<file path="src/design/scv_pkg.sv">
// ----------------------------------------------------------------------------
// scv_pkg
// Shared types, byte constants and the grammar transition function for the
// shell command line validator.
// ----------------------------------------------------------------------------
package scv_pkg;

    // Grammar state, one-hot
    typedef enum logic [4:0] {
        GS_EXPECT_CMD  = 5'b00001,
        GS_IN_CMD      = 5'b00010,
        GS_NEED_TARGET = 5'b00100,
        GS_AFTER_AMP   = 5'b01000,
        GS_ERROR       = 5'b10000
    } t_gs;

    // Operator held for one byte of lookahead
    typedef enum logic [1:0] {
        PEND_NONE = 2'b00,
        PEND_AMP  = 2'b01,
        PEND_GT   = 2'b10
    } t_pend;

    // Token kinds fed to the grammar
    typedef enum logic [2:0] {
        TK_NAME   = 3'd0,
        TK_AMP    = 3'd1,
        TK_ANDAND = 3'd2,
        TK_PIPE   = 3'd3,
        TK_REDIR  = 3'd4
    } t_tok;

    // Byte codes
    localparam logic [7:0] C_NUL   = 8'h00;
    localparam logic [7:0] C_TAB   = 8'h09;
    localparam logic [7:0] C_CR    = 8'h0D;
    localparam logic [7:0] C_SPACE = 8'h20;
    localparam logic [7:0] C_AMP   = 8'h26;
    localparam logic [7:0] C_LT    = 8'h3C;
    localparam logic [7:0] C_GT    = 8'h3E;
    localparam logic [7:0] C_PIPE  = 8'h7C;

    // One grammar transition for one token
    function automatic t_gs take_token(input t_gs s, input t_tok tk);
        t_gs n;
        n = GS_ERROR;
        unique case (s)
            GS_EXPECT_CMD, GS_NEED_TARGET, GS_AFTER_AMP: begin
                if (tk == TK_NAME) n = GS_IN_CMD;
            end
            GS_IN_CMD: begin
                priority if (tk == TK_NAME)                      n = GS_IN_CMD;
                else if (tk == TK_REDIR)                         n = GS_NEED_TARGET;
                else if (tk == TK_PIPE || tk == TK_ANDAND)       n = GS_EXPECT_CMD;
                else if (tk == TK_AMP)                           n = GS_AFTER_AMP;
                else                                             n = GS_ERROR;
            end
            default: n = GS_ERROR;
        endcase
        return n;
    endfunction

    // Whitespace: tab through carriage return, and space
    function automatic logic is_space(input logic [7:0] c);
        return (c == C_SPACE) || (c >= C_TAB && c <= C_CR);
    endfunction

endpackage

</file>
<file path="src/design/scv_step.sv">
// ----------------------------------------------------------------------------
// scv_step
// Lexer and grammar state for one line; consumes one byte word per enable
// and reports the verdict combinationally on the final byte.
// ----------------------------------------------------------------------------
module scv_step (
    input  logic       i_clk,
    input  logic       i_rst_n,
    input  logic       i_en,
    input  logic [7:0] i_ch,
    input  logic       i_last,
    output logic       o_ok
);
    import scv_pkg::*;

    t_gs   r_gs,      n_gs;
    t_pend r_pend,    n_pend;
    logic  r_in_name, n_in_name;
    logic  r_stop,    n_stop;

    t_gs   gs_a;
    t_pend pend_a;
    t_gs   gs_f;

    // Byte step: two-byte operators, flush of the held operator, then the byte
    always_comb begin
        gs_a      = r_gs;
        pend_a    = r_pend;
        n_in_name = r_in_name;
        n_stop    = r_stop;
        if (!r_stop) begin
            priority if (r_pend == PEND_AMP && i_ch == C_AMP) begin
                pend_a = PEND_NONE;
                gs_a   = take_token(r_gs, TK_ANDAND);
            end else if (r_pend == PEND_GT && i_ch == C_GT) begin
                pend_a = PEND_NONE;
                gs_a   = take_token(r_gs, TK_REDIR);
            end else begin
                if (r_pend == PEND_AMP)     gs_a = take_token(r_gs, TK_AMP);
                else if (r_pend == PEND_GT) gs_a = take_token(r_gs, TK_REDIR);
                pend_a = PEND_NONE;
                priority if (i_ch == C_NUL) begin
                    n_stop    = 1'b1;
                    n_in_name = 1'b0;
                end else if (is_space(i_ch)) begin
                    n_in_name = 1'b0;
                end else if (i_ch == C_AMP) begin
                    n_in_name = 1'b0;
                    pend_a    = PEND_AMP;
                end else if (i_ch == C_GT) begin
                    n_in_name = 1'b0;
                    pend_a    = PEND_GT;
                end else if (i_ch == C_PIPE) begin
                    n_in_name = 1'b0;
                    gs_a      = take_token(gs_a, TK_PIPE);
                end else if (i_ch == C_LT) begin
                    n_in_name = 1'b0;
                    gs_a      = take_token(gs_a, TK_REDIR);
                end else begin
                    // name byte: only the first of a run is a token
                    n_in_name = 1'b1;
                    if (!r_in_name) gs_a = take_token(gs_a, TK_NAME);
                end
            end
        end
    end

    // End of line: flush the held operator and judge
    always_comb begin
        gs_f = gs_a;
        if (pend_a == PEND_AMP)     gs_f = take_token(gs_a, TK_AMP);
        else if (pend_a == PEND_GT) gs_f = take_token(gs_a, TK_REDIR);
        o_ok = (gs_f == GS_IN_CMD) || (gs_f == GS_AFTER_AMP);
    end

    // Next state: everything returns to reset after the final byte
    always_comb begin
        n_gs   = gs_a;
        n_pend = pend_a;
        if (i_last) begin
            n_gs   = GS_EXPECT_CMD;
            n_pend = PEND_NONE;
        end
    end

    always_ff @(posedge i_clk) begin
        if (!i_rst_n) begin
            r_gs      <= GS_EXPECT_CMD;
            r_pend    <= PEND_NONE;
            r_in_name <= 1'b0;
            r_stop    <= 1'b0;
        end else if (i_en) begin
            r_gs      <= n_gs;
            r_pend    <= n_pend;
            r_in_name <= i_last ? 1'b0 : n_in_name;
            r_stop    <= i_last ? 1'b0 : n_stop;
        end
    end

endmodule

</file>
<file path="src/design/shell_command_line_validator_top.sv">
// ----------------------------------------------------------------------------
// shell_command_line_validator_top
// Path: the verdict of a line whose final byte is accepted reaches o_valid
//   through the input register, then the result register.
// Throughput: one byte word per cycle; a final byte waits in the input
//   register while an unaccepted verdict still holds the result register.
// Reset: synchronous, active low; clears both stages and the line state.
// ----------------------------------------------------------------------------
module shell_command_line_validator_top (
    input  logic       i_clk,
    input  logic       i_rst_n,
    input  logic       i_valid,
    output logic       o_ready,
    input  logic [7:0] i_ch,
    input  logic       i_last,
    output logic       o_valid,
    input  logic       i_ready,
    output logic       o_valid_res
);
    import scv_pkg::*;

    logic       r_s1_valid;
    logic [7:0] r_s1_ch;
    logic       r_s1_last;
    logic       r_out_valid;
    logic       r_out_res;

    logic out_free;
    logic s1_adv;
    logic ok;

    // Handshake: a non-final byte always moves on, a final one needs the result slot
    assign out_free = !r_out_valid || i_ready;
    assign s1_adv   = r_s1_valid && (!r_s1_last || out_free);
    assign o_ready  = !r_s1_valid || s1_adv;

    // Input register
    always_ff @(posedge i_clk) begin
        if (!i_rst_n) begin
            r_s1_valid <= 1'b0;
        end else if (o_ready) begin
            r_s1_valid <= i_valid;
        end
    end

    always_ff @(posedge i_clk) begin
        if (i_valid && o_ready) begin
            r_s1_ch   <= i_ch;
            r_s1_last <= i_last;
        end
    end

    scv_step u_step (
        .i_clk   (i_clk),
        .i_rst_n (i_rst_n),
        .i_en    (s1_adv),
        .i_ch    (r_s1_ch),
        .i_last  (r_s1_last),
        .o_ok    (ok)
    );

    // Result register
    always_ff @(posedge i_clk) begin
        if (!i_rst_n) begin
            r_out_valid <= 1'b0;
        end else if (out_free) begin
            r_out_valid <= s1_adv && r_s1_last;
        end
    end

    always_ff @(posedge i_clk) begin
        if (out_free && s1_adv && r_s1_last) begin
            r_out_res <= ok;
        end
    end

    assign o_valid     = r_out_valid;
    assign o_valid_res = r_out_res;

endmodule

</file>
<file path="config.mk">
export PLATFORM = sky130hd
export DESIGN_NAME = shell_command_line_validator_top
export DESIGN_NICKNAME = d
export VERILOG_FILES = /design/src/design/scv_pkg.sv /design/src/design/scv_step.sv /design/src/design/shell_command_line_validator_top.sv
export SDC_FILE = /design/constraint.sdc
export NUM_CORES = 1
export LEC_CHECK = 0
export ABC_CLOCK_PERIOD_IN_PS = 3000
export BUFFER_PORTS_ARGS = -buffer_cell sky130_fd_sc_hd__buf_2
export CAP_MARGIN = 20
export CELL_PAD_IN_SITES_DETAIL_PLACEMENT = 1
export CELL_PAD_IN_SITES_GLOBAL_PLACEMENT = 1
export CORE_ASPECT_RATIO = 1.25
export CORE_MARGIN = 5
export CORE_UTILIZATION = 32
export CTS_CLUSTER_SIZE = 12
export DETAILED_ROUTE_END_ITERATION = 12
export PLACE_DENSITY_LB_ADDON = 0.3
export RECOVER_POWER = 50
export SLEW_MARGIN = 0
export SYNTH_ARGS = -nofsm -noshare
export SYNTH_HDL_FRONTEND = slang
export SYNTH_SLANG_ARGS = --single-unit
</file>
<file path="constraint.sdc">
create_clock -name i_clk -period 3 [get_ports i_clk]
set_clock_uncertainty 0.1 [all_clocks]
set_input_delay 0.45 -clock i_clk [delete_from_list [all_inputs] [get_ports i_clk]]
set_output_delay 0.45 -clock i_clk [all_outputs]
set_load 0.02 [all_outputs]
</file>
Word level (Yosys, flattened, before mapping)
Cells that the tools add are included.
{ "word_totals": {"register_bits": 21, "latch_bits": 0, "mem_bits_rw": 0, "mem_bits_ro": 0, "in_bits": 13, "output_inout_bits": 3, "word_cells": 99, "memories": 0} }
{ "classes": {"n_addsub": 0, "mul": 0, "div": 0, "magnitude_cmp": 2, "n_eq_ne": 20, "shift": 0, "mux": 49, "n_bitwise": 0, "n_reduce_logical": 19} }
{ "ops": {"columns": ["cell", "count"], "rows": [
  ["$mux 5", 26],
  ["$eq 8x6->1 const B", 4],
  ["$eq 5x2->1 const B", 4],
  ["$mux 2", 8],
  ["$mux 1", 15],
  ["$eq 5x4->1 const B", 2],
  ["$eq 8x7->1 const B", 1],
  ["$ge 8x4->1 const B", 1],
  ["$le 8x4->1 const B", 1],
  ["$logic_and 1x1->1", 8],
  ["$logic_not 8->1", 1],
  ["$ne 2x2->1 const B", 3],
  ["$eq 5x1->1 const B", 1],
  ["$eq 5x3->1 const B", 1],
  ["$logic_or 1x1->1", 5],
  ["$eq 2x1->1 const B", 2],
  ["$eq 2x2->1 const B", 2],
  ["$reduce_and 4->1", 1],
  ["$reduce_or 4->1", 1],
  ["$logic_not 1->1", 3]
]} }

Logic depth before layout (Yosys ltp)
{ "depth": {"word_depth": 26, "depth_mapped": 8, "depth_no_buf": 7} }

By module
A second synthesis with hierarchy kept.
{ "hier_totals": {"hier_cells": 148, "area_unflattened_um2": 1330.0} }
{ "by_module_without_submodules": {"columns": ["mod", "n_inst", "cells_each", "area_each_um2", "seq_area_each_um2"], "rows": [
  ["scv_step", 1, 126, 912.1, 180.2],
  ["shell_command_line_validator_top", 1, 22, 417.9, 340.3]
]} }

Worst setup path after synthesis
Ideal clock, no wire load.
{ "synth_path": {"path_type": "flip-flop to flip-flop", "from": "register r_s1_ch[1]", "to": "register r_out_res (netlist: o_valid_res), data pin", "setup_time_ns": 0.190, "arrival_time_ns": 2.391, "required_time_ns": 2.710, "slack_ns": 0.319, "stages_incl_launch_ff": 8, "path_buffers": 0, "synth_period_minus_slack_ns": 2.681, "path_cell_list": "edfxtp_1 -> or4b_1 -> o311a_1 -> a211o_1 -> o2111ai_2 -> nand3_2 -> or3_1 -> a2111oi_2"} }
{ "synth_between": {"elab_chain_cells": 16, "elab_cells_between_ends": 38, "cone_classes": "2 x order compare; 10 x eq/ne; 20 x mux; 6 x reduce/logical"} }
{ "synth_rtl": {"columns": ["item", "line_no", "source"], "rows": [
  ["start, declared", "shell_command_line_validator_top.sv:23", "logic [7:0] r_s1_ch;"],
  ["start signal, assigned", "shell_command_line_validator_top.sv:48", "r_s1_ch <= i_ch;"],
  ["$eq 8x6->1", "scv_step.sv:56", "end else if (i_ch == C_LT) begin"],
  ["$mux 5", "scv_step.sv:56", null],
  ["$mux 5", "scv_step.sv:53", "end else if (i_ch == C_PIPE) begin"],
  ["$mux 5", "scv_step.sv:50", "end else if (i_ch == C_GT) begin"],
  ["$mux 5", "scv_step.sv:47", "end else if (i_ch == C_AMP) begin"],
  ["$mux 5", "scv_step.sv:45", "end else if (is_space(i_ch)) begin"],
  ["$mux 5", "scv_step.sv:42", "priority if (i_ch == C_NUL) begin"],
  ["$mux 5", "scv_step.sv:35", "end else if (r_pend == PEND_GT && i_ch == C_GT) begin"],
  ["$mux 5", "scv_step.sv:32", "priority if (r_pend == PEND_AMP && i_ch == C_AMP) begin"],
  ["$mux 5", "scv_step.sv:31", "if (!r_stop) begin"],
  ["$eq 5x2->1", "scv_pkg.sv:47", "unique case (s)"],
  ["$mux 5", "scv_pkg.sv:47", null],
  ["$mux 5", "scv_step.sv:72", "else if (pend_a == PEND_GT) gs_f = take_token(gs_a, TK_REDIR);"],
  ["$mux 5 *", "scv_step.sv:71", "if (pend_a == PEND_AMP) gs_f = take_token(gs_a, TK_AMP);"],
  ["$eq 5x2->1 or $eq 5x4->1 (tied branches)", "scv_step.sv:73", "o_ok = (gs_f == GS_IN_CMD) || (gs_f == GS_AFTER_AMP);"],
  ["$logic_or 1x1->1 *", "scv_step.sv:73", null],
  ["named net ok", "shell_command_line_validator_top.sv:30", "logic ok;"],
  ["end signal, assigned", "shell_command_line_validator_top.sv:73", "r_out_res <= ok;"],
  ["end, declared", "shell_command_line_validator_top.sv:26", "logic r_out_res;"]
]} }
The timed path passes the listed nets; every way through them passes the cells marked *.
A chain may end at the register's enable or synchronous reset.

Worst setup path in the final report
{ "layout_path": {"from": "register r_s1_ch[6]", "to": "register r_out_res (netlist: o_valid_res), data pin"} }
The elaborated chain is that of the path after synthesis.

==> results.md <==
* Syn avg cell area at 8.96 um2
* Peak Freq at 352 MHz
* M2 GR Usage at 26.7%
* CP max-delay cell: or4bb_1
* Synth Warn # at 0
* IO Pins at 16
* Post-cts repair resize count at 0
* Post-Syn Area at 1240 um2
* FILL cells at 450
* Sequential power share at 56.8%
* Register bit total from synthesis at 21
* Synth top area cells: edfxtp_1, dfxtp_1, nand2_1
* Worst-margin pin slew at 908 ps
* Grt met3 use at 2.11%
* Most common cell after layout, fill and taps aside: nand2_1
* Critical Path End Type: register
* Antenna Nets Post-Route at 0
* Worst-path clk slew at 80 ps
* Design area at 1430 um2
* First-pass GRT wire length at 5690 um
* Initial antenna violation count at 0
* Global route overflow at 0
* Final wirelength at 3340 um
* Core ar. at 3750 um2
* Hold slack at 262 ps
* Fin crit share at 94.6%
* CP arrival at 2800 ps
* DR vias/cell at 5.75
* Status: complete, no violations
* CP top delay family: simple AND/OR/NAND/NOR gates
* Post-synth EDFFs at 10
* Share of cells above drive strength 1 at 17.2%
* Crit path largest cell delay at 590 ps
* CTS max path bufs at 2
* Dpl cell area at 1370 um2
* Final setup viols at 0
* Die X at 65.6 um
* Async SR Flop Fraction at 0%
* Yosys top cell area share at 24.3%
* Cell count after synthesis at 138
* Internal power at 436 uW
* Tmin final at 2840 ps
* FP Rows at 25
* Area delta synth->final at 15.3%
* Crit Path Category: register to register
* Area leader, netlist: edfxtp_1
* Wire per inst at 16.9 um
* Starting Density at 32.9%
* GR peak layer: met2
* GR Util met1 at 15.3%
* GPL Wtd Cong at 0.830
* HP Class: input port to register
* Worst IR Drop VDD at 333 uV
* Total power at 577 uW
* DRC at 0
* Crit-path cells: or4bb_1 > nor4_2 > nor4_1 > nand4b_1 > nand3_2 > or3_1 > a2111oi_2
* Chip height at 79.5 um
* Clk sinks at 21
* Max-cap violation count at 0
* TritonCTS clock tree: yes
* Synth unique cells at 44
* Bufs and invs on worst path at 0
* Vias in the first global route at 1,248
* Critical Path RT at 2960 ps
* Number of buffers created by CTS at 3
* NetSw at 141 uW
* Static Leakage at 0.487 nW
* PortBufs at 15
* GRT Util Overall at 13.9%
* Final Hold Fails at 0
* TNS Setup at 0 ps
* Number of nets in the layout at 171
* Combinational Power Share at 11.3%
* CTS H-Tree Depth at 1
* Worst skew pair latency at 260 ps
* Pin count of the biggest net entering global routing at 16
* Detailed Routing Iterations Pass 1 at 4
* Max FO, Critical Path at 5
* Ant diodes at 0
* Initial DRC count at 30
* Most frequent cells in the layout: nand2_1, nor2_1, buf_2
* CTS root buf: clkbuf_8
* Via count at 1,132
* Detail Placement HPWL at 2680 um
* Power per cell area at 405 nW/um2
* Switching Share at 24.4%
* Clock power frac at 32.0%
* CP Launch Type: register
* Total count of max-transition violations in the final report at 0
* Max-Slew Margin vs Limit at 39.2%
* Sequential-to-total area share from yosys stat at 42.1%
* Total Die Area at 5210 um2
* Synth Flop Type: dfxtp_1
* Synthesized Nets at 151
-- synthesized netlist by cell type (all sizes together) (2+ instances only) --
library cell and number:
o21ai 4, nand4b 3, o31ai 2, nor3 4, nor4b 2, clkbuf 5
dfxtp 11, a32oi 2, nand2 15, edfxtp 10, and2 2, nand3 9
nor2 12, a21boi 3, a31oi 5, a22oi 2, nand2b 2, a21oi 7
nor2b 7, or3 2, nor4 5, inv 5
-- worst paths after layout --
path	end	cells past startpoint	start	slack (ps)
worst min register to register	u_step.r_in_name	2	u_step.r_in_name	430
worst min-delay path	r_s1_ch[2]	1	i_ch[2]	260
worst max register to register	o_valid_res	7	r_s1_ch[6]	160
worst max-delay path	o_valid_res	7	r_s1_ch[6]	160
-- layout make-up --
type	count	area (um2)	area share, %
clock buffers	3	41.3	2.90
clock inverters	1	7.51	0.527
well taps	40	50.0	3.51
flip-flops and latches	21	520	36.5
repair buffers	20	109	7.64
inverters	5	18.8	1.32
multi-input cells	107	678	47.6
-- routing by layer --
layer	part of all wire, %	wire [um]	vias up
met5	0	0	-
met3	2.6	87	4
li1	-	-	563
met2	56	1860	14
met4	1.1	36	0
met1	41	1350	551
-- power by group through the flow --
stage	registers (mW)	clock network (mW)	logic [mW]
finish	0.328	0.185	0.0650
global route	0.330	0.210	0.0716
CTS	0.328	0.190	0.0632
detailed placement	0.335	0	0.0631
global placement	0.333	0	0.0602
floorplan	0.330	0	0.0439
-- what timing repair did --
action | 4_1_cts | 5_1_grt
endpoints found under the setup margin | 0 | 1
hold buffers | 0 | 0
buffers inserted | 0 | 2
-- cells by family (layout without fill, tap and decap cells) --
logic type / count (synthesis) / after routing / synth area share [%]
compound gates: 35 / 35 / 20.6
xor+xnor: 2 / 2 / 1.42
buf+inv: 10 / 29 / 3.04
flops: 21 / 21 / 42.1
simple gates: 70 / 70 / 32.8
-- flip-flops by register name, summed over array words and instances (netlist names) --
| signal | count |
|---|---|
| o_valid | 1 |
| o_valid_res | 1 |
| r_s1_ch | 8 |
| r_s1_last | 1 |
| r_s1_valid | 1 |
| u_step.r_gs | 5 |
| u_step.r_in_name | 1 |
| u_step.r_pend | 2 |
| u_step.r_stop | 1 |
-- stage by stage --
step	util [%]	std cells	worst slack, ps
floorplan	-	138	319
global placement	36.4	191	248
detailed placement	36.4	191	129
CTS	37.7	195	99.8
global route	38.0	197	-7.63
finish	38.0	197	163
No activity file was read; power rests on OpenSTA's default activity.
